$ cat config.mk
export PLATFORM = sky130hd
export DESIGN_NAME = joystick_frame_deframe_repack_unit_flat
export DESIGN_NICKNAME = d
export VERILOG_FILES = /design/src/hw/rtl/jfdr_pkg.sv /design/src/hw/rtl/jfdr_if.sv /design/src/hw/rtl/jfdr_ram.sv /design/src/hw/rtl/jfdr_queue.sv /design/src/hw/rtl/jfdr_front.sv /design/src/hw/rtl/jfdr_back.sv /design/src/hw/rtl/joystick_frame_deframe_repack_unit.sv /design/src/flat_wrapper.sv
export SDC_FILE = /design/constraint.sdc
export NUM_CORES = 1
export LEC_CHECK = 0
export BUFFER_PORTS_ARGS = -buffer_cell sky130_fd_sc_hd__buf_4
export CAP_MARGIN = 20
export CORE_ASPECT_RATIO = 1.75
export CORE_MARGIN = 1
export CORE_UTILIZATION = 45
export CTS_CLUSTER_SIZE = 24
export DETAILED_ROUTE_END_ITERATION = 10
export GPL_TIMING_DRIVEN = 0
export PLACE_DENSITY = 0.69
export SLEW_MARGIN = 20
export SYNTH_ARGS = -nofsm -noshare
export SYNTH_HDL_FRONTEND = slang
export SYNTH_HIERARCHICAL = 1
export SYNTH_SLANG_ARGS = --single-unit
$ cat constraint.sdc
create_clock -name clk -period 4.3 [get_ports clk]
set_clock_uncertainty 0.05 [all_clocks]
set_input_delay 0.86 -clock clk [delete_from_list [all_inputs] [get_ports clk]]
set_output_delay 0.86 -clock clk [all_outputs]
set_load 0.005 [all_outputs]
$ cat src/hw/rtl/jfdr_pkg.sv
`default_nettype none

package jfdr_pkg;

  // frame geometry
  localparam int PAYLOAD_BYTES = 24;
  localparam int BANKS         = 2;
  localparam int STORE_DEPTH   = PAYLOAD_BYTES * BANKS;
  localparam int STORE_AW      = $clog2(STORE_DEPTH);
  localparam int CNT_W         = 5;
  localparam int PRE_COUNT     = 6;

  localparam logic [7:0] SYNC_BYTE = 8'hFF;
  localparam logic [7:0] CSUM_MASK = 8'h7F;
  localparam logic [7:0] JOY_TAG   = 8'd12;

  // deframer phases
  localparam logic [2:0] PH_HUNT0 = 3'd0;
  localparam logic [2:0] PH_HUNT1 = 3'd1;
  localparam logic [2:0] PH_HUNT2 = 3'd2;
  localparam logic [2:0] PH_PAY   = 3'd3;
  localparam logic [2:0] PH_CSUM  = 3'd4;

  // configuration register indexes
  localparam int          CFG_IDX_W   = 2;
  localparam logic [1:0]  REG_VERSION = 2'd0;
  localparam logic [1:0]  REG_CONTROL = 2'd1;
  localparam logic [1:0]  REG_STATION = 2'd2;

  // output byte sources
  localparam logic [3:0] K_CONST = 4'd0;
  localparam logic [3:0] K_PAY   = 4'd1;
  localparam logic [3:0] K_HI    = 4'd2;
  localparam logic [3:0] K_LO    = 4'd3;
  localparam logic [3:0] K_SEQH  = 4'd4;
  localparam logic [3:0] K_SEQL  = 4'd5;
  localparam logic [3:0] K_VER   = 4'd6;
  localparam logic [3:0] K_CTRL  = 4'd7;
  localparam logic [3:0] K_STAT  = 4'd8;

  // section layouts
  localparam logic [1:0] SEC_HDR = 2'd0;
  localparam logic [1:0] SEC_JA  = 2'd1;  // types 0..2, fifteen bytes
  localparam logic [1:0] SEC_JB  = 2'd2;  // type 5, ten bytes
  localparam logic [1:0] SEC_JC  = 2'd3;  // other types, thirteen bytes

  // section order within a packet
  localparam logic [1:0] SECT_HDR  = 2'd0;
  localparam logic [1:0] SECT_JOY1 = 2'd1;
  localparam logic [1:0] SECT_JOY2 = 2'd2;

  // joystick field offsets in the payload
  localparam logic [4:0] JOY1_BASE = 5'd1;
  localparam logic [4:0] JOY2_BASE = 5'd13;
  localparam logic [4:0] OFF_TYPE  = 5'd2;
  localparam logic [4:0] OFF_B1    = 5'd5;
  localparam logic [4:0] OFF_B2    = 5'd8;

  typedef struct packed {
    logic [3:0] kind;
    logic [7:0] val;      // constant value or payload offset
    logic       sec_end;  // last byte of its section
  } entry_t;

  typedef struct packed {
    logic valid;
    logic bank;
  } release_t;

  function automatic entry_t mk_entry(input logic [3:0] kind, input logic [7:0] val,
                                      input logic sec_end);
    entry_t e;
    e.kind    = kind;
    e.val     = val;
    e.sec_end = sec_end;
    return e;
  endfunction

  function automatic logic [1:0] layout_of(input logic [7:0] jtype);
    logic [1:0] sk;
    if (jtype <= 8'd2) begin
      sk = SEC_JA;
    end else if (jtype == 8'd5) begin
      sk = SEC_JB;
    end else begin
      sk = SEC_JC;
    end
    return sk;
  endfunction

  // payload offset of the preloaded type and button bytes
  function automatic logic [4:0] pre_offset(input logic [2:0] idx);
    logic [4:0] off;
    unique case (idx)
      3'd0:    off = JOY1_BASE + OFF_TYPE;
      3'd1:    off = JOY1_BASE + OFF_B1;
      3'd2:    off = JOY1_BASE + OFF_B2;
      3'd3:    off = JOY2_BASE + OFF_TYPE;
      3'd4:    off = JOY2_BASE + OFF_B1;
      default: off = JOY2_BASE + OFF_B2;
    endcase
    return off;
  endfunction

  // packet template: source of each byte of a section
  function automatic entry_t jfdr_entry(input logic [1:0] sk, input logic [3:0] pos);
    entry_t e;
    e = mk_entry(K_CONST, 8'h00, 1'b1);
    unique case (sk)
      SEC_HDR: begin
        unique case (pos)
          4'd0:    e = mk_entry(K_SEQH, 8'd0, 1'b0);
          4'd1:    e = mk_entry(K_SEQL, 8'd0, 1'b0);
          4'd2:    e = mk_entry(K_VER,  8'd0, 1'b0);
          4'd3:    e = mk_entry(K_PAY,  8'd0, 1'b0);
          4'd4:    e = mk_entry(K_CTRL, 8'd0, 1'b0);
          default: e = mk_entry(K_STAT, 8'd0, 1'b1);
        endcase
      end
      SEC_JA: begin
        unique case (pos)
          4'd0:    e = mk_entry(K_CONST, 8'h0E, 1'b0);
          4'd1:    e = mk_entry(K_CONST, JOY_TAG, 1'b0);
          4'd2:    e = mk_entry(K_CONST, 8'd6, 1'b0);
          4'd3:    e = mk_entry(K_PAY, 8'd3, 1'b0);
          4'd4:    e = mk_entry(K_PAY, 8'd4, 1'b0);
          4'd5:    e = mk_entry(K_PAY, 8'd6, 1'b0);
          4'd6:    e = mk_entry(K_PAY, 8'd7, 1'b0);
          4'd7:    e = mk_entry(K_PAY, 8'd9, 1'b0);
          4'd8:    e = mk_entry(K_PAY, 8'd10, 1'b0);
          4'd9:    e = mk_entry(K_CONST, 8'h0A, 1'b0);
          4'd10:   e = mk_entry(K_HI, 8'd0, 1'b0);
          4'd11:   e = mk_entry(K_LO, 8'd0, 1'b0);
          4'd12:   e = mk_entry(K_CONST, 8'd1, 1'b0);
          4'd13:   e = mk_entry(K_PAY, 8'd0, 1'b0);
          default: e = mk_entry(K_PAY, 8'd1, 1'b1);
        endcase
      end
      SEC_JB: begin
        unique case (pos)
          4'd0:    e = mk_entry(K_CONST, 8'h09, 1'b0);
          4'd1:    e = mk_entry(K_CONST, JOY_TAG, 1'b0);
          4'd2:    e = mk_entry(K_CONST, 8'd3, 1'b0);
          4'd3:    e = mk_entry(K_PAY, 8'd3, 1'b0);
          4'd4:    e = mk_entry(K_PAY, 8'd4, 1'b0);
          4'd5:    e = mk_entry(K_PAY, 8'd6, 1'b0);
          4'd6:    e = mk_entry(K_CONST, 8'h0B, 1'b0);
          4'd7:    e = mk_entry(K_HI, 8'd0, 1'b0);
          4'd8:    e = mk_entry(K_LO, 8'd0, 1'b0);
          default: e = mk_entry(K_CONST, 8'd0, 1'b1);
        endcase
      end
      default: begin
        unique case (pos)
          4'd0:    e = mk_entry(K_CONST, 8'h0C, 1'b0);
          4'd1:    e = mk_entry(K_CONST, JOY_TAG, 1'b0);
          4'd2:    e = mk_entry(K_CONST, 8'd4, 1'b0);
          4'd3:    e = mk_entry(K_PAY, 8'd3, 1'b0);
          4'd4:    e = mk_entry(K_PAY, 8'd4, 1'b0);
          4'd5:    e = mk_entry(K_PAY, 8'd6, 1'b0);
          4'd6:    e = mk_entry(K_PAY, 8'd7, 1'b0);
          4'd7:    e = mk_entry(K_CONST, 8'h0C, 1'b0);
          4'd8:    e = mk_entry(K_HI, 8'd0, 1'b0);
          4'd9:    e = mk_entry(K_LO, 8'd0, 1'b0);
          4'd10:   e = mk_entry(K_CONST, 8'd1, 1'b0);
          4'd11:   e = mk_entry(K_PAY, 8'd0, 1'b0);
          default: e = mk_entry(K_PAY, 8'd1, 1'b1);
        endcase
      end
    endcase
    return e;
  endfunction

endpackage

`default_nettype wire

$ cat src/hw/rtl/jfdr_if.sv
`default_nettype none

// received byte stream
interface jfdr_rx_if;
  logic       valid;
  logic       ready;
  logic [7:0] rx_byte;

  modport source (output valid, output rx_byte, input ready);
  modport sink   (input valid, input rx_byte, output ready);
endinterface

// repacked packet byte stream
interface jfdr_tx_if;
  logic       valid;
  logic       ready;
  logic [7:0] tx_byte;
  logic       tx_last;

  modport source (output valid, output tx_byte, output tx_last, input ready);
  modport sink   (input valid, input tx_byte, input tx_last, output ready);
endinterface

`default_nettype wire

$ cat src/hw/rtl/jfdr_ram.sv
`default_nettype none

module jfdr_ram #(
  parameter int WIDTH = 8,
  parameter int DEPTH = 48
) (
  input  wire logic                     clk,
  input  wire logic                     we,
  input  wire logic [$clog2(DEPTH)-1:0] waddr,
  input  wire logic [WIDTH-1:0]         wdata,
  input  wire logic                     re,
  input  wire logic [$clog2(DEPTH)-1:0] raddr,
  output      logic [WIDTH-1:0]         rdata
);

  logic [WIDTH-1:0] mem [DEPTH];

  always_ff @(posedge clk) begin
    if (we) begin
      mem[waddr] <= wdata;
    end
    if (re) begin
      rdata <= mem[raddr];
    end
  end

endmodule

`default_nettype wire

$ cat src/hw/rtl/jfdr_queue.sv
`default_nettype none

module jfdr_queue
  import jfdr_pkg::*;
(
  input  wire logic clk,
  input  wire logic rst_n,
  input  wire logic push,
  input  wire logic push_bank,
  input  wire logic pop,
  output      logic empty,
  output      logic full,
  output      logic head_bank
);

  // two-entry queue of filled bank numbers
  logic [BANKS-1:0] slot_r;
  logic             wr_ptr_r;
  logic             rd_ptr_r;
  logic [1:0]       count_r;

  assign empty     = (count_r == 2'd0);
  assign full      = (count_r == 2'd2);
  assign head_bank = slot_r[rd_ptr_r];

  always_ff @(posedge clk) begin
    if (!rst_n) begin
      wr_ptr_r <= 1'b0;
      rd_ptr_r <= 1'b0;
      count_r  <= 2'd0;
    end else begin
      if (push) begin
        wr_ptr_r <= ~wr_ptr_r;
      end
      if (pop) begin
        rd_ptr_r <= ~rd_ptr_r;
      end
      count_r <= count_r + {1'b0, push} - {1'b0, pop};
    end
  end

  always_ff @(posedge clk) begin
    if (push) begin
      slot_r[wr_ptr_r] <= push_bank;
    end
  end

  a_no_overflow: assert property (@(posedge clk) disable iff (!rst_n) push |-> !full)
    else $error("frame queue overflow");
  a_no_underflow: assert property (@(posedge clk) disable iff (!rst_n) pop |-> !empty)
    else $error("frame queue underflow");

endmodule

`default_nettype wire

$ cat src/hw/rtl/jfdr_front.sv
`default_nettype none

module jfdr_front
  import jfdr_pkg::*;
(
  input  wire logic                clk,
  input  wire logic                rst_n,
  jfdr_rx_if.sink                  in_ch,
  input  wire release_t            rel,
  output      logic                st_we,
  output      logic [STORE_AW-1:0] st_waddr,
  output      logic [7:0]          st_wdata,
  output      logic                q_push,
  output      logic                q_bank
);

  logic [2:0]       phase_r, phase_nxt;
  logic [CNT_W-1:0] cnt_r, cnt_nxt;
  logic [7:0]       sum_r, sum_nxt;
  logic             wr_bank_r;
  logic [BANKS-1:0] busy_r;
  logic             accept;
  logic             good;
  logic [2:0]       hunt;

  // payload bytes wait only while their bank is still being sent
  assign in_ch.ready = !((phase_r == PH_PAY) && busy_r[wr_bank_r]);
  assign accept      = in_ch.valid && in_ch.ready;

  assign st_we    = accept && (phase_r == PH_PAY);
  assign st_waddr = STORE_AW'(cnt_r) + (wr_bank_r ? STORE_AW'(PAYLOAD_BYTES) : '0);
  assign st_wdata = in_ch.rx_byte;

  assign good   = ((sum_r & CSUM_MASK) == in_ch.rx_byte);
  assign q_push = accept && (phase_r == PH_CSUM) && good;
  assign q_bank = wr_bank_r;

  // phases past the checksum act as hunting
  assign hunt = (phase_r > PH_CSUM) ? PH_HUNT0 : phase_r;

  // frame phase tracking
  always_comb begin
    phase_nxt = phase_r;
    cnt_nxt   = cnt_r;
    sum_nxt   = sum_r;
    if (accept) begin
      unique case (phase_r)
        PH_PAY: begin
          sum_nxt = sum_r + in_ch.rx_byte;
          cnt_nxt = cnt_r + 1'b1;
          if (cnt_r == CNT_W'(PAYLOAD_BYTES - 1)) begin
            phase_nxt = PH_CSUM;
          end
        end
        PH_CSUM: begin
          phase_nxt = PH_HUNT0;
        end
        default: begin
          if (in_ch.rx_byte == SYNC_BYTE) begin
            phase_nxt = hunt + 3'd1;
            sum_nxt   = 8'd0;
            cnt_nxt   = '0;
          end else begin
            phase_nxt = PH_HUNT0;
          end
        end
      endcase
    end
  end

  always_ff @(posedge clk) begin
    if (!rst_n) begin
      phase_r   <= PH_HUNT0;
      cnt_r     <= '0;
      sum_r     <= 8'd0;
      wr_bank_r <= 1'b0;
      busy_r    <= '0;
    end else begin
      phase_r <= phase_nxt;
      cnt_r   <= cnt_nxt;
      sum_r   <= sum_nxt;
      if (q_push) begin
        wr_bank_r <= ~wr_bank_r;
      end
      // a bank is busy from its good checksum until its last byte is loaded into the output register
      for (int b = 0; b < BANKS; b++) begin
        if (q_push && (wr_bank_r == 1'(b))) begin
          busy_r[b] <= 1'b1;
        end else if (rel.valid && (rel.bank == 1'(b))) begin
          busy_r[b] <= 1'b0;
        end
      end
    end
  end

  a_write_free_bank: assert property (@(posedge clk) disable iff (!rst_n)
    st_we |-> !busy_r[wr_bank_r])
    else $error("payload written into a bank that is being sent");
  a_release_busy: assert property (@(posedge clk) disable iff (!rst_n)
    rel.valid |-> busy_r[rel.bank])
    else $error("release of a bank that was not busy");
  a_push_free: assert property (@(posedge clk) disable iff (!rst_n)
    q_push |-> !busy_r[wr_bank_r])
    else $error("good frame on a busy bank");

endmodule

`default_nettype wire

$ cat src/hw/rtl/jfdr_back.sv
`default_nettype none

module jfdr_back
  import jfdr_pkg::*;
(
  input  wire logic                 clk,
  input  wire logic                 rst_n,
  input  wire logic                 cfg_we,
  input  wire logic [CFG_IDX_W-1:0] cfg_index,
  input  wire logic [7:0]           cfg_data,
  input  wire logic                 q_empty,
  input  wire logic                 q_head,
  output      logic                 q_pop,
  output      logic                 st_re,
  output      logic [STORE_AW-1:0]  st_raddr,
  input  wire logic [7:0]           st_rdata,
  output      release_t             rel,
  jfdr_tx_if.source                 out_ch
);

  localparam logic [1:0] BS_IDLE = 2'd0;
  localparam logic [1:0] BS_PRE  = 2'd1;
  localparam logic [1:0] BS_EMIT = 2'd2;

  logic [1:0]  state_r;
  logic [2:0]  pre_cnt_r;
  logic        bank_r;
  logic [7:0]  pre_r [PRE_COUNT];
  logic [1:0]  sec_r;
  logic [3:0]  pos_r;
  logic [15:0] seq_r;
  logic [7:0]  version_r, control_r, station_r;

  logic [3:0]  cur_kind_r;
  logic [7:0]  cur_val_r;
  logic [1:0]  cur_sec_r;
  logic        cur_final_r;

  logic        out_valid_r;
  logic [7:0]  out_byte_r;
  logic        out_last_r;

  logic                out_free;
  logic                pre_re;
  logic                issue_en;
  logic                load_en;
  logic [1:0]          sk;
  entry_t              ent;
  logic [4:0]          base;
  logic [4:0]          abs_off;
  logic [STORE_AW-1:0] bank_off;
  logic [7:0]          b1, b2;
  logic [7:0]          byte_val;

  // configuration registers
  always_ff @(posedge clk) begin
    if (!rst_n) begin
      version_r <= 8'd1;
      control_r <= 8'd16;
      station_r <= 8'd0;
    end else if (cfg_we) begin
      unique case (cfg_index)
        REG_VERSION: version_r <= cfg_data;
        REG_CONTROL: control_r <= cfg_data;
        REG_STATION: station_r <= cfg_data;
        default: ;
      endcase
    end
  end

  assign out_free = !out_valid_r || out_ch.ready;
  assign q_pop    = (state_r == BS_IDLE) && !q_empty;
  assign pre_re   = (state_r == BS_PRE) && (pre_cnt_r < 3'(PRE_COUNT));
  assign issue_en = ((state_r == BS_PRE) && (pre_cnt_r == 3'(PRE_COUNT)))
                 || ((state_r == BS_EMIT) && out_free && !cur_final_r);
  assign load_en  = (state_r == BS_EMIT) && out_free;

  // template lookup for the next byte to issue
  always_comb begin
    unique case (sec_r)
      SECT_JOY1: sk = layout_of(pre_r[0]);
      SECT_JOY2: sk = layout_of(pre_r[3]);
      default:   sk = SEC_HDR;
    endcase
    unique case (sec_r)
      SECT_JOY1: base = JOY1_BASE;
      SECT_JOY2: base = JOY2_BASE;
      default:   base = 5'd0;
    endcase
  end

  assign ent      = jfdr_entry(sk, pos_r);
  assign abs_off  = base + ent.val[4:0];
  assign bank_off = bank_r ? STORE_AW'(PAYLOAD_BYTES) : '0;
  assign st_re    = pre_re || issue_en;
  assign st_raddr = pre_re ? (STORE_AW'(pre_offset(pre_cnt_r)) + bank_off)
                           : (STORE_AW'(abs_off) + bank_off);

  // compose the byte whose store read was issued last
  assign b1 = (cur_sec_r == SECT_JOY1) ? pre_r[1] : pre_r[4];
  assign b2 = (cur_sec_r == SECT_JOY1) ? pre_r[2] : pre_r[5];

  always_comb begin
    unique case (cur_kind_r)
      K_CONST: byte_val = cur_val_r;
      K_PAY:   byte_val = st_rdata;
      K_HI:    byte_val = {1'b0, b2[7:1]};
      K_LO:    byte_val = b1 | {b2[0], 7'd0};
      K_SEQH:  byte_val = seq_r[15:8];
      K_SEQL:  byte_val = seq_r[7:0];
      K_VER:   byte_val = version_r;
      K_CTRL:  byte_val = control_r;
      K_STAT:  byte_val = station_r;
      default: byte_val = 8'd0;
    endcase
  end

  assign rel.valid = load_en && cur_final_r;
  assign rel.bank  = bank_r;

  // packet sequencer
  always_ff @(posedge clk) begin
    if (!rst_n) begin
      state_r     <= BS_IDLE;
      pre_cnt_r   <= 3'd0;
      sec_r       <= SECT_HDR;
      pos_r       <= 4'd0;
      seq_r       <= 16'd1;
      cur_final_r <= 1'b0;
      out_valid_r <= 1'b0;
    end else begin
      unique case (state_r)
        BS_IDLE: begin
          if (q_pop) begin
            state_r   <= BS_PRE;
            pre_cnt_r <= 3'd0;
            sec_r     <= SECT_HDR;
            pos_r     <= 4'd0;
          end
        end
        BS_PRE: begin
          pre_cnt_r <= pre_cnt_r + 3'd1;
          if (pre_cnt_r == 3'(PRE_COUNT)) begin
            state_r <= BS_EMIT;
          end
        end
        BS_EMIT: begin
          if (load_en && cur_final_r) begin
            state_r <= BS_IDLE;
            seq_r   <= seq_r + 16'd1;
          end
        end
        default: state_r <= BS_IDLE;
      endcase

      if (issue_en) begin
        cur_final_r <= ent.sec_end && (sec_r == SECT_JOY2);
        if (ent.sec_end) begin
          sec_r <= sec_r + 2'd1;
          pos_r <= 4'd0;
        end else begin
          pos_r <= pos_r + 4'd1;
        end
      end

      if (load_en) begin
        out_valid_r <= 1'b1;
      end else if (out_ch.ready) begin
        out_valid_r <= 1'b0;
      end
    end
  end

  // payload registers
  always_ff @(posedge clk) begin
    if (q_pop) begin
      bank_r <= q_head;
    end
    if ((state_r == BS_PRE) && (pre_cnt_r != 3'd0)) begin
      pre_r[pre_cnt_r - 3'd1] <= st_rdata;
    end
    if (issue_en) begin
      cur_kind_r <= ent.kind;
      cur_val_r  <= ent.val;
      cur_sec_r  <= sec_r;
    end
    if (load_en) begin
      out_byte_r <= byte_val;
      out_last_r <= cur_final_r;
    end
  end

  assign out_ch.valid   = out_valid_r;
  assign out_ch.tx_byte = out_byte_r;
  assign out_ch.tx_last = out_last_r;

  a_load_from_emit: assert property (@(posedge clk) disable iff (!rst_n)
    $rose(out_valid_r) |-> $past(state_r) == BS_EMIT)
    else $error("output loaded outside emission");
  a_seq_on_last: assert property (@(posedge clk) disable iff (!rst_n)
    !$stable(seq_r) |-> $past(rel.valid))
    else $error("sequence number moved without a finished packet");
  a_last_ends: assert property (@(posedge clk) disable iff (!rst_n)
    rel.valid |=> state_r == BS_IDLE)
    else $error("sequencer still busy after the last byte");

endmodule

`default_nettype wire

$ cat src/hw/rtl/joystick_frame_deframe_repack_unit.sv
`default_nettype none

// Channel  Dir  Payload                       Handshake
// in_ch    in   rx_byte[7:0]                  valid/ready
// out_ch   out  tx_byte[7:0], tx_last         valid/ready
// cfg_*    in   cfg_index[1:0], cfg_data[7:0] cfg_we, no back-pressure
//
// Input bytes are accepted except that payload bytes stall only while the
// target frame bank is still being sent. A good frame is sent at one byte per
// cycle while out_ch is ready, after a queue pop and a preload of the type and
// button bytes from the frame store, 26 to 36 bytes in all. Two frame banks let
// one frame be received while the previous is sent. Synchronous reset clears
// all control state and the sequence number returns to 1; output back-pressure
// holds the output register and pauses the sender only.
module joystick_frame_deframe_repack_unit
  import jfdr_pkg::*;
(
  input  wire logic                 clk,
  input  wire logic                 rst_n,
  jfdr_rx_if.sink                   in_ch,
  jfdr_tx_if.source                 out_ch,
  input  wire logic                 cfg_we,
  input  wire logic [CFG_IDX_W-1:0] cfg_index,
  input  wire logic [7:0]           cfg_data
);

  logic                st_we;
  logic [STORE_AW-1:0] st_waddr;
  logic [7:0]          st_wdata;
  logic                st_re;
  logic [STORE_AW-1:0] st_raddr;
  logic [7:0]          st_rdata;
  logic                q_push, q_bank, q_pop, q_empty, q_full, q_head;
  release_t            rel;

  // deframer and checksum check
  jfdr_front u_front (
    .clk      (clk),
    .rst_n    (rst_n),
    .in_ch    (in_ch),
    .rel      (rel),
    .st_we    (st_we),
    .st_waddr (st_waddr),
    .st_wdata (st_wdata),
    .q_push   (q_push),
    .q_bank   (q_bank)
  );

  // two banks of payload bytes
  jfdr_ram #(.WIDTH(8), .DEPTH(STORE_DEPTH)) u_store (
    .clk   (clk),
    .we    (st_we),
    .waddr (st_waddr),
    .wdata (st_wdata),
    .re    (st_re),
    .raddr (st_raddr),
    .rdata (st_rdata)
  );

  // good frames waiting to be sent
  jfdr_queue u_queue (
    .clk       (clk),
    .rst_n     (rst_n),
    .push      (q_push),
    .push_bank (q_bank),
    .pop       (q_pop),
    .empty     (q_empty),
    .full      (q_full),
    .head_bank (q_head)
  );

  // packet builder
  jfdr_back u_back (
    .clk       (clk),
    .rst_n     (rst_n),
    .cfg_we    (cfg_we),
    .cfg_index (cfg_index),
    .cfg_data  (cfg_data),
    .q_empty   (q_empty),
    .q_head    (q_head),
    .q_pop     (q_pop),
    .st_re     (st_re),
    .st_raddr  (st_raddr),
    .st_rdata  (st_rdata),
    .rel       (rel),
    .out_ch    (out_ch)
  );

  a_queue_room: assert property (@(posedge clk) disable iff (!rst_n)
    q_full |-> !q_push)
    else $error("good frame with both banks queued");

endmodule

`default_nettype wire

$ cat src/flat_wrapper.sv
// flat-port wrapper written by rule: the top's interface ports become plain ports
module joystick_frame_deframe_repack_unit_flat import jfdr_pkg::*;
  (clk, rst_n, cfg_we, cfg_index, cfg_data, in_ch_valid, in_ch_rx_byte, in_ch_ready, out_ch_valid, out_ch_tx_byte, out_ch_tx_last, out_ch_ready);
  jfdr_rx_if in_ch_i ();
  jfdr_tx_if out_ch_i ();
  input  wire logic clk;
  input  wire logic rst_n;
  input  wire logic cfg_we;
  input  wire logic [CFG_IDX_W-1:0] cfg_index;
  input  wire logic [7:0] cfg_data;
  input wire logic [$bits(in_ch_i.valid)-1:0] in_ch_valid;
  input wire logic [$bits(in_ch_i.rx_byte)-1:0] in_ch_rx_byte;
  output wire logic [$bits(in_ch_i.ready)-1:0] in_ch_ready;
  output wire logic [$bits(out_ch_i.valid)-1:0] out_ch_valid;
  output wire logic [$bits(out_ch_i.tx_byte)-1:0] out_ch_tx_byte;
  output wire logic [$bits(out_ch_i.tx_last)-1:0] out_ch_tx_last;
  input wire logic [$bits(out_ch_i.ready)-1:0] out_ch_ready;
  assign in_ch_i.valid = in_ch_valid;
  assign in_ch_i.rx_byte = in_ch_rx_byte;
  assign in_ch_ready = in_ch_i.ready;
  assign out_ch_valid = out_ch_i.valid;
  assign out_ch_tx_byte = out_ch_i.tx_byte;
  assign out_ch_tx_last = out_ch_i.tx_last;
  assign out_ch_i.ready = out_ch_ready;
  joystick_frame_deframe_repack_unit u_core (.clk(clk), .rst_n(rst_n), .in_ch(in_ch_i), .out_ch(out_ch_i), .cfg_we(cfg_we), .cfg_index(cfg_index), .cfg_data(cfg_data));
endmodule
; ---- Word level (Yosys, flattened, before mapping)
; Memories as Yosys holds them, arrays and structs flattened. A register that Yosys moved wholly into a read port is not among the register bits.
; Index checks and enable logic that the tools add are counted.
[totals]
out_inout_bits = 11
rom_bits = 336
reg_bits = 102
mem_count = 5
mem_bits_rw = 432
inputBits = 23
[memory_table]
columns = memory, depth, word_bits, rd, rd_ports_with_merged_regs, wr, line
row1 = u_core.u_store.mem, 48, 8, 1, 1, 1, jfdr_ram.sv:16  ; logic [WIDTH-1:0] mem [DEPTH];
row2 = (name not given), 16, 7, 1, 1, 0, jfdr_pkg.sv:121  ; unique case (pos)
row3 = (name not given), 16, 7, 1, 1, 0, jfdr_pkg.sv:140  ; unique case (pos)
row4 = (name not given), 16, 7, 1, 1, 0, jfdr_pkg.sv:154  ; unique case (pos)
row5 = u_core.u_back.pre_r, 6, 8, 6, 0, 1, jfdr_back.sv:28  ; logic [7:0] pre_r [PRE_COUNT];
[classes]
muxes = 60
bitwise = 6
reduce_logical = 49
eq_ne = 37
n_addsub = 14
magnitude_cmp = 8
[op_table]
columns = op, count
row1 = case mux 8 bit (9 select lines), 1
row2 = case mux 13 bit (5 select lines), 1
row3 = 2-to-1 mux 4 bit, 10
row4 = case mux 13 bit (3 select lines), 1
row5 = case mux 5 bit (5 select lines), 1
row6 = 2-to-1 mux 8 bit, 3
row7 = "equality test 4 x 3 -> 1 bit, second input constant", 5
row8 = adder 5 x 5 -> 6 bit, 3
row9 = logical AND 1 bit, 18
row10 = 2-to-1 mux 2 bit, 9
row11 = 2-to-1 mux 1 bit, 17
row12 = "adder 16 x 1 -> 16 bit, second input constant", 1
row13 = "equality test 4 x 2 -> 1 bit, second input constant", 4
row14 = "equality test 8 x 3 -> 1 bit, second input constant", 2
row15 = "less-or-equal comparator 8 x 2 -> 1 bit, second input constant", 2
row16 = case mux 8 bit (2 select lines), 1
row17 = 2-to-1 mux 5 bit, 3
row18 = AND reduction 2 bit, 7
row19 = nonzero test 2 bit, 7
row20 = 2-to-1 mux 3 bit, 4
row21 = case mux 3 bit (2 select lines), 2
row22 = "equality test 2 x 1 -> 1 bit, second input constant", 5
row23 = case mux 5 bit (2 select lines), 1
row24 = "equality test 3 x 2 -> 1 bit, second input constant", 3
row25 = other kinds (38), 63

; ---- Depth between registers and ports, before layout
; Gate-level depths: netlist of run 1.
; An unclocked memory read counts as a cell.
[logic_depth]
depth_word = 11
ltp_mapped = 22
mapped_depth_nobuf = 20

; ---- By module
; Netlist of run 1, hierarchy kept.
[by_module_without_submodules]
columns = mod, area_per_inst_um2, cells_each, instances
row1 = jfdr_ram, 15429.8, 793, 1
row2 = jfdr_back, 6831.6, 660, 1
row3 = jfdr_front, 1265.0, 141, 1
row4 = jfdr_queue, 270.3, 22, 1

; ---- Least setup slack after synthesis of run 1
; OpenSTA, ideal clock, no wires.
[synth_path]
kind = reg2reg
from = memory u_core.u_back.pre_r[3][5]
to = register u_core.u_store.rdata[5] (read register of u_core.u_store.mem), data pin
setup_slack_ps = -104
path_stages_with_launch = 21
setup_time_ps = 180
period_less_slack_ps = 4404
t_arrival_ps = 4174
path_buffers = 2
t_required_ps = 4070
cell_sequence = edfxtp_1 or4_4 o41ai_4 and2_1 clkbuf_1 a21oi_1 a21oi_1 nor2_1 ha_1 nand2_1 a211oi_1 or3_1 a31o_2 ha_1 inv_1 fa_1 inv_1 nand2b_1 buf_1 o22ai_1 o41ai_2
[synth_rtl]
columns = item, line
row1 = from (decl), jfdr_back.sv:28
row2 = to (decl), jfdr_ram.sv:13  ; output logic [WIDTH-1:0] rdata

==> reports/summary.log, run 1 <==
INFO  cts            cts_max_path_buffers=3
INFO  cells_and_area fill_cells=4,238
INFO  detailed_routing drtPass1Iterations=5
INFO  die            chip_width=176um
INFO  detailed_routing detail_route.wirelength=61.1mm
INFO  cells_and_area area_growth_syn_to_layout=16.2%
INFO  timing         setup_viol=9
INFO  place          gp_routability_congestion=0.893
INFO  setup_path     crit-reg2reg-launch=u_core/u_back/pre_r[0][3]
INFO  setup_path     crit_required=4610ps
INFO  min_path       hold_path_end=u_core/u_front/sum_r[2]
INFO  place          io_buffers=33
INFO  cts            cts.htree.levels=2
INFO  cells_and_area final_nets=1,809
INFO  cts            cts.reportedPaths.clkPinSlew=60ps
INFO  cells_and_area final_layout_size_suffix_gt1_share=21.5%
INFO  place          placed_area=24,900um^2
INFO  setup_path     crit_arrival=4990ps
INFO  cts            post_cts_hold_buffer_count=0
INFO  timing         rsz0062_at_grt=true
INFO  global_routing grt_antenna_before_repair=0
INFO  detailed_routing drt_drc_violations_left=0
INFO  detailed_routing vias=14.3k
INFO  setup_path     timing.critical_path.to_type=flop
INFO  die            die_y=306um
INFO  die            placementRows=111
INFO  cts            cts-root-buf=sky130_fd_sc_hd__clkbuf_16
INFO  global_routing global_route_wire_length_before_repair=90.0mm
INFO  yosys          synthCells=1,615
INFO  cts            clkSinkCount=558
INFO  setup_path     ff2ff_path_depth=23
INFO  status         failing_checks=setup timing
INFO  timing         final.min_clock_period=4680ps
INFO  setup_path     path_max_fanout=8
INFO  cells_and_area postLayoutCoreUtil=52.8%
INFO  timing         setup_ws=-379ps
INFO  yosys          syn-cell-area=23,800um^2
INFO  timing         final-max-slew-violation-count=0
INFO  global_routing grt_use_total=22.8%
INFO  power          irDropWorstVdd=447uV
INFO  die            floorplan.die_area=53,800um^2
INFO  cts            numCtsBuffers=50
INFO  power          p_total=14,600uW
INFO  power          power_leakage=0.00925uW
INFO  job            max_cap_viol_count=0
INFO  global_routing number_of_global_route_vias_before_repair=15.0k
INFO  timing         max_freq=0.214GHz
INFO  cells_and_area num_antenna_cells=0
INFO  timing         timing.final.crit_share=109%
INFO  timing         timing_worst_slew_pin_value=1110ps
INFO  die            start_util=45.4%
INFO  timing         max_slew_margin=25.8%
INFO  detailed_routing routedWlPerCell=24.8um
INFO  place          place_worst_setup_slack=-1730ps
INFO  min_path       hp-start=u_core/u_front/sum_r[2]
INFO  min_path       hp-class=reg2reg
INFO  global_routing grt-ovfl-total=0
INFO  detailed_routing post_drt_via_cell_ratio=5.82
INFO  cts            clk_latency_worst_skew_pair=600ps
INFO  die            pin_count=34
INFO  detailed_routing detailedRoute.firstIterationViolations=997
INFO  yosys          yosys_warnings=6
INFO  min_path       timing.hold.worst_path_depth=2
INFO  power          power_density=527nW/um^2
INFO  setup_path     crit_type=reg2reg
INFO  status         outcome=complete, but fails checks
INFO  setup_path     r2r_setup_slack=-380ps
INFO  yosys          post_synth.cell_area_avg=14.7um^2
INFO  die            fp.coreArea=52,400um^2
INFO  global_routing grt_start_max_net_pins=49
INFO  detailed_routing route.antenna.remaining_nets=0
INFO  setup_path     crit_path_start_kind=flop
INFO  timing         finalHoldViolations=0
INFO  cts            tritoncts=yes
INFO  place          hpwlAfterDp=42.2mm
INFO  setup_path     reg2reg_to=u_core/u_store/rdata[1]
INFO  cells_and_area finalInstanceArea=27,600um^2
INFO  yosys          synth_nets=1,677
## layer usage
metal | GRT usage (%) | share of wire (%) | vias up
met5 | 0 | 0 | -
met4 | 16.5 | 7.8 | 0
met3 | 2.67 | 3.8 | 187
met2 | 43.7 | 55 | 445
met1 | 22.1 | 33 | 7245
li1 | - | - | 6466
## cell type report
class	instances	area [um^2]	area share, %
Buffer	85	626	2.26
Clock buffer	62	1370	4.95
Clock inverter	28	303	1.10
Inverter	31	116	0.421
Multi-Input combinational cell	936	7900	28.6
Sequential cell	558	15800	57.1
Tap cell	678	848	3.07
Timing Repair Buffer	85	681	2.46
## flip-flops by register name, summed over array words and instances, names as in the netlist, 2 cells and up, named ones only
register	flops
u_core/u_back/control_r	8
u_core/u_back/pre_cnt_r	3
u_core/u_back/pre_r	48
u_core/u_back/cur_val_r	4
u_core/u_back/pos_r	4
u_core/u_back/cur_kind_r	4
u_core/u_queue/slot_r	2
u_core/u_front/cnt_r	5
u_core/u_front/busy_r	2
u_core/u_back/version_r	8
u_core/u_back/cur_sec_r	2
u_core/u_back/station_r	8
u_core/u_back/state_r	2
u_core/u_front/phase_r	3
u_core/u_back/out_ch.tx_byte	8
u_core/u_back/seq_r	16
u_core/u_queue/count_r	2
u_core/u_back/sec_r	2
u_core/u_store/mem	384
u_core/u_store/rdata	8
u_core/u_front/sum_r	7
## layout by cell type, fill, tap and decap left out, types with 12 or more instances in the layout
cell type                   instances
sky130_fd_sc_hd__buf_6             30
sky130_fd_sc_hd__nand3_1           36
sky130_fd_sc_hd__clkbuf_1          36
sky130_fd_sc_hd__a21oi_1           50
sky130_fd_sc_hd__edfxtp_1         462
sky130_fd_sc_hd__dfxtp_1           96
sky130_fd_sc_hd__nor2_1           141
sky130_fd_sc_hd__a22o_1            15
sky130_fd_sc_hd__mux2i_1          165
sky130_fd_sc_hd__ha_1              32
sky130_fd_sc_hd__inv_1             28
sky130_fd_sc_hd__nor2b_1           17
sky130_fd_sc_hd__clkbuf_16         51
sky130_fd_sc_hd__o21ai_0           20
sky130_fd_sc_hd__a22oi_1           40
sky130_fd_sc_hd__nand2_1           75
sky130_fd_sc_hd__xor2_1            17
sky130_fd_sc_hd__a21oi_2           15
sky130_fd_sc_hd__buf_4             93
sky130_fd_sc_hd__nor3_1            19
sky130_fd_sc_hd__nand4_1           12
sky130_fd_sc_hd__mux4_2            43
## worst max-delay path, stage by stage (launching register included)
cell                       delay, ps
sky130_fd_sc_hd__edfxtp_1        390
sky130_fd_sc_hd__buf_4           150
sky130_fd_sc_hd__or4_4           550
sky130_fd_sc_hd__o21ai_4         260
sky130_fd_sc_hd__nand2_4         140
sky130_fd_sc_hd__nand2_1         130
sky130_fd_sc_hd__a21oi_2          70
sky130_fd_sc_hd__a21oi_2         170
sky130_fd_sc_hd__nor2_4           70
sky130_fd_sc_hd__ha_4            200
sky130_fd_sc_hd__buf_6           110
sky130_fd_sc_hd__nand2_2          60
sky130_fd_sc_hd__a211oi_2         40
sky130_fd_sc_hd__or3_1           360
sky130_fd_sc_hd__a31o_2          260
sky130_fd_sc_hd__ha_4            150
sky130_fd_sc_hd__inv_2            40
sky130_fd_sc_hd__fa_1            420
sky130_fd_sc_hd__inv_2            90
sky130_fd_sc_hd__nand2b_4        130
sky130_fd_sc_hd__buf_12          140
sky130_fd_sc_hd__buf_4           120
sky130_fd_sc_hd__a21oi_2          60
sky130_fd_sc_hd__o41ai_2         290
## stage by stage
stage / setup TNS, ps / std cells / hold WS (ps)
final: -2920 / 2463 / 420
after CTS: -3010 / 2452 / 415
after global routing: -4210 / 2463 / 434
after global placement: -11560 / 2326 / 401
after floorplan: 0 / 1615 / 386
after detailed placement: -12700 / 2328 / 409
## report_power, final
part | total, uW | internal [uW] | switching (uW)
Sequential | 6140 | 6010 | 132
Clock | 4510 | 2520 | 1990
Combinational | 3930 | 1650 | 2280
Total | 14600 | 10200 | 4410
## how the worst max path moves through the flow
stage,slack (ps),start,depth (start not counted),endpoint
finish,-380,u_core/u_back/pre_r[0][3],23,u_core/u_store/rdata[1]
global route,-510,u_core/u_back/pre_r[0][3],22,u_core/u_store/rdata[4]
CTS,-400,u_core/u_back/pre_r[0][3],20,u_core/u_store/rdata[3]
detailed placement,-1730,u_core/u_back/pre_r[0][5],19,u_core/u_store/rdata[6]
global placement,-1570,u_core/u_back/pre_r[0][5],19,u_core/u_store/rdata[6]
floorplan,20,u_core/u_back/pre_r[0][5],19,u_core/u_store/rdata[5]
## repair_timing
action,4_1_cts,5_1_grt
cloned,0,0
pin swaps,27,21
endpoints found under the setup margin,8,9
setup buffers,38,13
gates resized for setup,120,37
endpoints found under the hold margin,0,0
(Power assumes the default switching activity.)
==> inputs of run 2 (changes only) <==
--- a/config.mk
+++ b/config.mk
@@ -5,6 +5,7 @@
 export SDC_FILE = /design/constraint.sdc
 export NUM_CORES = 1
 export LEC_CHECK = 0
+export ABC_AREA = 1
 export BUFFER_PORTS_ARGS = -buffer_cell sky130_fd_sc_hd__buf_4
 export CAP_MARGIN = 20
 export CORE_ASPECT_RATIO = 1.75
@@ -12,6 +13,7 @@
 export CORE_UTILIZATION = 45
 export CTS_CLUSTER_SIZE = 24
 export DETAILED_ROUTE_END_ITERATION = 10
+export GPL_ROUTABILITY_DRIVEN = 0
 export GPL_TIMING_DRIVEN = 0
 export PLACE_DENSITY = 0.69
 export SLEW_MARGIN = 20
==> run 2 against run 1 <==
Against the previous run: the run now ends clean; first-iteration DRC count increased by 83%; global-route usage is 3.1 points higher; highest routed layer unchanged; critical endpoint is now u_core/u_store/rdata[4]; die area rose by 2.2%; clock power is 4% higher; wire length rose by 15%; combinational power is 13% higher; hold slack worse by 10 ps; largest power group unchanged; synthesized cell count rose by 44%.
==> reports/summary.log, run 2 <==
INFO  status         outcome=finished, final reports clean [was complete, but fails checks]
INFO  die            placementRows=112 [was 111]
INFO  place          hpwlAfterDp=49.5mm [was 42.2 mm]
INFO  cts            clk_latency_worst_skew_pair=600ps [about the same]
INFO  setup_path     crit_arrival=4380ps [was 4990 ps]
INFO  cells_and_area final_nets=2,483 [was 1,809]
INFO  global_routing grt_antenna_before_repair=0 [unchanged]
INFO  cells_and_area fill_cells=4,601 [was 4,238]
INFO  detailed_routing routedWlPerCell=22.3um [was 24.8 um]
INFO  setup_path     path_max_fanout=10 [was 8]
INFO  timing         final.min_clock_period=4110ps [was 4680 ps]
INFO  power          power_leakage=0.0101uW [was 0.00925 uW]
INFO  cts            cts_max_path_buffers=3 [unchanged]
INFO  timing         max_slew_margin=28.5% [was 25.8%]
INFO  power          irDropWorstVdd=360uV [was 447 uV]
INFO  die            start_util=45.5% [was 45.4%]
INFO  yosys          yosys_warnings=6 [unchanged]
INFO  detailed_routing vias=17.7k [was 14.3k]
INFO  yosys          synth_nets=2,393 [was 1,677]
INFO  cells_and_area postLayoutCoreUtil=51.1% [was 52.8%]
INFO  die            floorplan.die_area=55,000um^2 [was 53,800 um^2]
INFO  global_routing global_route_wire_length_before_repair=103mm [was 90.0 mm]
INFO  setup_path     crit_top_cell=sky130_fd_sc_hd__nand2_1 [was sky130_fd_sc_hd__a21oi_2]
INFO  die            fp.coreArea=53,400um^2 [was 52,400 um^2]
INFO  setup_path     r2r_setup_slack=190ps [was -380 ps]
INFO  cells_and_area num_antenna_cells=0 [unchanged]
INFO  cells_and_area final_layout_size_suffix_gt1_share=12.1% [was 21.5%]
INFO  setup_path     crit_path_start_kind=flop [unchanged]
INFO  min_path       hp-class=reg2reg [unchanged]
INFO  setup_path     timing.critical_path.to_type=flop [unchanged]
INFO  timing         hold-worst-slack=410ps [was 420 ps]
INFO  cts            cts-root-buf=sky130_fd_sc_hd__clkbuf_16 [unchanged]
INFO  global_routing grt-ovfl-total=0 [unchanged]
INFO  cells_and_area reg_with_most_ffs=u_core/u_store/mem [unchanged]
INFO  die            chip_width=178um [was 176 um]
INFO  place          place_worst_setup_slack=-717ps [was -1730 ps]
INFO  global_routing grt_start_max_net_pins=49 [unchanged]
INFO  power          power_density=560nW/um^2 [was 527 nW/um^2]
INFO  setup_path     crit_type=reg2reg [unchanged]
INFO  detailed_routing detail_route.wirelength=70.1mm [was 61.1 mm]
INFO  cts            cts.reportedPaths.clkPinSlew=60ps [about the same]
INFO  cells_and_area most-common-layout-cells=sky130_fd_sc_hd__nand2_1, sky130_fd_sc_hd__edfxtp_1, sky130_fd_sc_hd__nand3_1, sky130_fd_sc_hd__nor2_1, sky130_fd_sc_hd__inv_1 [was sky130_fd_sc_hd__edfxtp_1, sky130_fd_sc_hd__mux2i_1, sky130_fd_sc_hd__nor2_1, sky130_fd_sc_hd__dfxtp_1, sky130_fd_sc_hd__buf_4]
INFO  detailed_routing post_drt_via_cell_ratio=5.62 [was 5.82]
INFO  yosys          post_synth.cell_area_avg=10.4um^2 [was 14.7 um^2]
INFO  timing         final-max-slew-violation-count=0 [unchanged]
INFO  place          io_buffers=33 [unchanged]
INFO  cts            post_cts_hold_buffer_count=0 [unchanged]
INFO  yosys          syn-cell-area=24,300um^2 [was 23,800 um^2]
INFO  cts            cts.htree.levels=2 [unchanged]
INFO  cells_and_area reg_top3=u_core/u_store/mem x384, u_core/u_back/pre_r x48, u_core/u_back/seq_r x16 [unchanged]
INFO  timing         setup_ws=192ps [was -379 ps]
INFO  timing         timing.final.crit_share=95.5% [was 109%]
INFO  setup_path     crit_path_cell_trace=inv_2 > ha_4 > nand2_1 > nand2_2 > nand2_2 > nor2_4 > inv_1 > nor2_1 > a21oi_2 > ha_1 > ha_1 > xnor2_1 > o21ai_2 > inv_1 > buf_2 > clkbuf_2 > o211ai_1 > nand3_1 > nand2_1 > nand2_1 > nand2_1 [was buf_4 > or4_4 > o21ai_4 > nand2_4 > nand2_1 > a21oi_2 > a21oi_2 > nor2_4 > ha_4 > buf_6 > nand2_2 > a211oi_2 > or3_1 > a31o_2 > ha_4 > inv_2 > fa_1 > inv_2 > nand2b_4 > buf_12 > buf_4 > a21oi_2 > o41ai_2]
INFO  global_routing grt_use_total=25.9% [was 22.8%]
INFO  job            max_cap_viol_count=0 [unchanged]
INFO  timing         rsz0062_at_grt=false [was true]
INFO  cts            numCtsBuffers=51 [was 50]
INFO  cts            clkSinkCount=558 [unchanged]
INFO  setup_path     crit_required=4570ps [was 4610 ps]
INFO  cts            tritoncts=yes [unchanged]
INFO  detailed_routing drt_drc_violations_left=0 [unchanged]
INFO  timing         timing_worst_slew_pin_value=1070ps [was 1110 ps]
INFO  detailed_routing route.antenna.remaining_nets=0 [unchanged]
INFO  timing         setup_viol=0 [was 9]
INFO  global_routing number_of_global_route_vias_before_repair=17.4k [was 15.0k]
INFO  cells_and_area layout.cells.most_common=sky130_fd_sc_hd__nand2_1 [was sky130_fd_sc_hd__edfxtp_1]
INFO  cells_and_area area_growth_syn_to_layout=12.3% [was 16.2%]
INFO  detailed_routing drtPass1Iterations=8 [was 5]
INFO  setup_path     worst_path_max_delay_cell=sky130_fd_sc_hd__dfxtp_1 [was sky130_fd_sc_hd__or4_4]
INFO  yosys          synthCells=2,331 [was 1,615]
INFO  cells_and_area largest_register_ff_count=384 [unchanged]
INFO  detailed_routing detailedRoute.firstIterationViolations=1,829 [was 997]
INFO  die            pin_count=34 [unchanged]
INFO  timing         max_freq=0.243GHz [was 0.214 GHz]
INFO  die            die_y=309um [was 306 um]
INFO  setup_path     crit_path_max_incr_delay=330ps [was 550 ps]
INFO  timing         finalHoldViolations=0 [unchanged]
run 2: critical path: cells and delay by family, from the launching register on:
family / cells / cell delay [ps]
and+or+nand+nor: 9 / 1180
AOI/OAI and AO/OA: 3 / 520
xor gates and xnor gates: 1 / 240
adders and majority gates: 3 / 620
buffers and inverters: 5 / 910
DFF: 1 / 330
run 2: cell type report:
class / instances / area [um^2] / share of cell area [%]
repair buffers: 39 / 293 / 1.07
multi-input cells: 1503 / 7380 / 27.0
flip-flops and latches: 558 / 15800 / 57.9
well taps: 684 / 856 / 3.13
clock buffers: 61 / 1370 / 5.00
plain buffers: 103 / 622 / 2.28
inverters: 165 / 629 / 2.30
clock inverters: 33 / 363 / 1.33
run 2: worst paths after layout:
path	from	end	cells past startpoint
max	u_core/u_back/sec_r[0]	u_core/u_store/rdata[4]	21
max reg2reg	u_core/u_back/sec_r[0]	u_core/u_store/rdata[4]	21
min reg2reg	u_core/u_back/station_r[2]	u_core/u_back/station_r[2]	2
min	u_core/u_back/station_r[2]	u_core/u_back/station_r[2]	2
run 2: power by group:
group / switching (uW) / total (uW) / leakage (uW) / internal (uW)
Clock: 2020 / 4670 / 0.000830 / 2650
Combinational: 3190 / 4440 / 0.00433 / 1260
Sequential: 131 / 6180 / 0.00494 / 6050
run 2: metrics by stage:
| stage | cell area (um^2) | TNS [ps] | cells | power (uW) |
|---|---|---|---|---|
| after floorplan | 24300 | 0 | 2331 | 8830 |
| after global placement | 25400 | -4350 | 3048 | 10300 |
| after detailed placement | 25400 | -5390 | 3048 | 10400 |
| after CTS | 27200 | 0 | 3140 | 15100 |
| after global routing | 27300 | 0 | 3146 | 15900 |
| final | 27300 | 0 | 3146 | 15300 |
run 2: per-layer routing:
layer | wire [um] | track usage [%] | vias up
li1 | - | - | 8190
met1 | 22000 | 24.2 | 8427
met2 | 37200 | 47.9 | 787
met3 | 3820 | 4.13 | 273
met4 | 7040 | 23.0 | 0
met5 | 0 | 0 | -
run 2: repair_timing:
action | 4_1_cts | 5_1_grt
setup endpoints to repair | 8 | 8
pin swaps | 0 | 6
gates resized for setup | 11 | 48
endpoints found under the hold margin | 0 | 0
setup buffers | 0 | 6
==> inputs of run 3 (changes only) <==
--- a/config.mk
+++ b/config.mk
@@ -13,9 +13,9 @@
 export CORE_UTILIZATION = 45
 export CTS_CLUSTER_SIZE = 24
 export DETAILED_ROUTE_END_ITERATION = 10
-export GPL_ROUTABILITY_DRIVEN = 0
 export GPL_TIMING_DRIVEN = 0
 export PLACE_DENSITY = 0.69
+export RECOVER_POWER = 100
 export SLEW_MARGIN = 20
 export SYNTH_ARGS = -nofsm -noshare
 export SYNTH_HDL_FRONTEND = slang
==> run 3 against run 2 <==
Against the previous run: the run now ends with capacitance limit, slew limit left; sequential cell count unchanged; combinational power decreased by 2%; via count is 1.9% lower; final cell count shrank 0.29%; power down 1.5%; first-iteration DRC count shrank 15%; critical endpoint is now u_core/u_store/rdata[6]; largest cell class unchanged.
==> reports/summary.log, run 3 (same netlist as run 2, synthesis figures left out) <==
INFO  setup_path     r2r_setup_slack=240ps [was 190 ps]
INFO  die            die_y=309um [unchanged]
INFO  cells_and_area num_antenna_cells=0 [unchanged]
INFO  die            pin_count=34 [unchanged]
INFO  global_routing grt_use_total=25.7% [was 25.9%]
INFO  setup_path     timing.critical_path.to_type=flop [unchanged]
INFO  global_routing number_of_global_route_vias_before_repair=17.0k [was 17.4k]
INFO  cts            tritoncts=yes [unchanged]
INFO  cells_and_area finalInstanceArea=27,000um^2 [was 27,300 um^2]
INFO  cts            cts-root-buf=sky130_fd_sc_hd__clkbuf_16 [unchanged]
INFO  cells_and_area largest_register_ff_count=384 [unchanged]
INFO  timing         max_freq=0.246GHz [was 0.243 GHz]
INFO  cells_and_area reg_top3=u_core/u_store/mem x384, u_core/u_back/pre_r x48, u_core/u_back/seq_r x16 [unchanged]
INFO  setup_path     crit_required=4590ps [was 4570 ps]
INFO  detailed_routing routedWlPerCell=22.1um [was 22.3 um]
INFO  timing         timing.final.crit_share=94.5% [was 95.5%]
INFO  timing         setup_tns_final=0ps [unchanged]
INFO  cts            cts.reportedPaths.clkPinSlew=70ps [was 60 ps]
INFO  cts            clkSinkCount=558 [unchanged]
INFO  setup_path     crit_type=reg2reg [unchanged]
INFO  status         failing_checks=capacitance limit, slew limit
INFO  detailed_routing drtPass1Iterations=5 [was 8]
INFO  place          io_buffers=33 [unchanged]
INFO  place          hpwlAfterDp=49.8mm [was 49.5 mm]
INFO  cells_and_area reg_with_most_ffs=u_core/u_store/mem [unchanged]
INFO  cells_and_area postLayoutCoreUtil=50.6% [was 51.1%]
INFO  cells_and_area layout.cells.most_common=sky130_fd_sc_hd__nand2_1 [unchanged]
INFO  setup_path     crit_arrival=4360ps [was 4380 ps]
INFO  detailed_routing vias=17.3k [was 17.7k]
INFO  place          gp_routability_congestion=0.976
INFO  place          placed_area=25,400um^2 [unchanged]
INFO  timing         finalHoldViolations=0 [unchanged]
INFO  timing         final-max-slew-violation-count=392 [was 0]
INFO  cells_and_area final_layout_size_suffix_gt1_share=9.74% [was 12.1%]
INFO  detailed_routing drt_drc_violations_left=0 [unchanged]
INFO  die            fp.coreArea=53,400um^2 [unchanged]
INFO  die            chip_width=178um [unchanged]
INFO  die            floorplan.die_area=55,000um^2 [unchanged]
INFO  detailed_routing post_drt_via_cell_ratio=5.53 [was 5.62]
INFO  global_routing grt_antenna_before_repair=0 [unchanged]
INFO  timing         rsz0062_at_grt=false [unchanged]
INFO  global_routing grt_start_max_net_pins=49 [unchanged]
INFO  setup_path     path_max_fanout=10 [unchanged]
INFO  timing         hold-worst-slack=406ps [was 410 ps]
INFO  power          power_leakage=0.00992uW [was 0.0101 uW]
INFO  cells_and_area most-common-layout-cells=sky130_fd_sc_hd__nand2_1, sky130_fd_sc_hd__edfxtp_1, sky130_fd_sc_hd__nand3_1, sky130_fd_sc_hd__nor2_1, sky130_fd_sc_hd__inv_1 [unchanged]
INFO  job            max_cap_viol_count=8 [was 0]
INFO  cts            cts.htree.levels=2 [unchanged]
INFO  cts            clk_latency_worst_skew_pair=600ps [about the same]
INFO  timing         max_slew_margin=-78.3% [was 28.5%]
INFO  cells_and_area area_growth_syn_to_layout=11.1% [was 12.3%]
INFO  timing         setup_viol=0 [unchanged]
INFO  status         outcome=complete, but fails checks [was finished, final reports clean]
INFO  global_routing global_route_wire_length_before_repair=102mm [was 103 mm]
INFO  detailed_routing route.antenna.remaining_nets=0 [unchanged]
INFO  cts            post_cts_hold_buffer_count=0 [unchanged]
INFO  timing         final.min_clock_period=4060ps [was 4110 ps]
INFO  die            start_util=45.5% [unchanged]
INFO  cts            numCtsBuffers=49 [was 51]
INFO  power          irDropWorstVdd=305uV [was 360 uV]
INFO  global_routing grt-ovfl-total=0 [unchanged]
INFO  power          power_density=558nW/um^2 [was 560 nW/um^2]
INFO  min_path       hp-class=reg2reg [unchanged]
INFO  detailed_routing detail_route.wirelength=69.3mm [was 70.1 mm]
INFO  die            placementRows=112 [unchanged]
INFO  cts            cts_max_path_buffers=3 [unchanged]
INFO  timing         timing_worst_slew_pin_value=2670ps [was 1070 ps]
INFO  cells_and_area final_nets=2,477 [was 2,483]
INFO  detailed_routing detailedRoute.firstIterationViolations=1,549 [was 1,829]
INFO  setup_path     crit_path_start_kind=flop [unchanged]
## run 3: cell types whose count changed in the layout (fill, tap and decap cells not counted), sizes merged
cell	delta
bufinv	+1
inv	-4
buf	-40
clkinv	+2
clkinvlp	-1
clkbuf	+33
## run 3: worst paths after layout
path,startpoint,to,cells past startpoint
worst max-delay path,u_core/u_back/sec_r[0],u_core/u_store/rdata[6],21
worst max register to register,u_core/u_back/sec_r[0],u_core/u_store/rdata[6],21
worst min-delay path,u_core/u_back/station_r[0],u_core/u_back/station_r[0],2
worst min register to register,u_core/u_back/station_r[0],u_core/u_back/station_r[0],2
## run 3: critical path, stage by stage, from the launching register on
cell                       delay (ps)
sky130_fd_sc_hd__dfxtp_1          330
sky130_fd_sc_hd__inv_1            120
sky130_fd_sc_hd__ha_2             240
sky130_fd_sc_hd__nand2_2          110
sky130_fd_sc_hd__nand2_4          110
sky130_fd_sc_hd__nand2_2          120
sky130_fd_sc_hd__nor2_4           220
sky130_fd_sc_hd__inv_1            100
sky130_fd_sc_hd__nor2_1           120
sky130_fd_sc_hd__a21oi_2           70
sky130_fd_sc_hd__ha_1             310
sky130_fd_sc_hd__nor2_1            70
sky130_fd_sc_hd__a21oi_4          230
sky130_fd_sc_hd__inv_1            110
sky130_fd_sc_hd__clkbuf_4         240
sky130_fd_sc_hd__buf_2            210
sky130_fd_sc_hd__o21ai_0          360
sky130_fd_sc_hd__o211ai_1         290
sky130_fd_sc_hd__nand3_1          150
sky130_fd_sc_hd__nand2_1          130
sky130_fd_sc_hd__nand2_1           80
sky130_fd_sc_hd__nand2_1           50
## run 3: power by group
group | total, uW | switching (uW) | internal (uW)
Combinational | 4330 | 3100 | 1230
Sequential | 6190 | 131 | 6060
Clock | 4540 | 1950 | 2590
Total | 15100 | 5190 | 9880
## run 3: through the flow
step	setup WS, ps	instances	power [uW]
final	236	3137	15100
after global routing	4.57	3137	15600
after CTS	14.2	3137	14900
after detailed placement	-756	3048	10400
after global placement	-744	3048	10300
after floorplan	699	2331	8830
## run 3: routing by layer
layer | routed length [um] | share of wire [%] | vias to the layer above | track usage, %
li1 | - | - | 8172 | -
met1 | 22500 | 32 | 8326 | 24.7
met2 | 37200 | 54 | 631 | 48.1
met3 | 3150 | 4.5 | 217 | 3.05
met4 | 6480 | 9.3 | 0 | 21.2
met5 | 0 | 0 | - | 0
## run 3: cell type report
cell class	count	area, um^2
buffer	102	604
fill	4756	26400
inverter	165	629
tap	684	856
clock buffer	58	1300
clock inverter	31	344
timing repair buffer	36	218
multi-input combinational	1503	7270
sequential	558	15800
## run 3: repair_timing
item	4_1_cts	5_1_grt
endpoints found under the setup margin	8	8
resized for setup	11	67
pin swaps	0	7
setup buffers	0	3
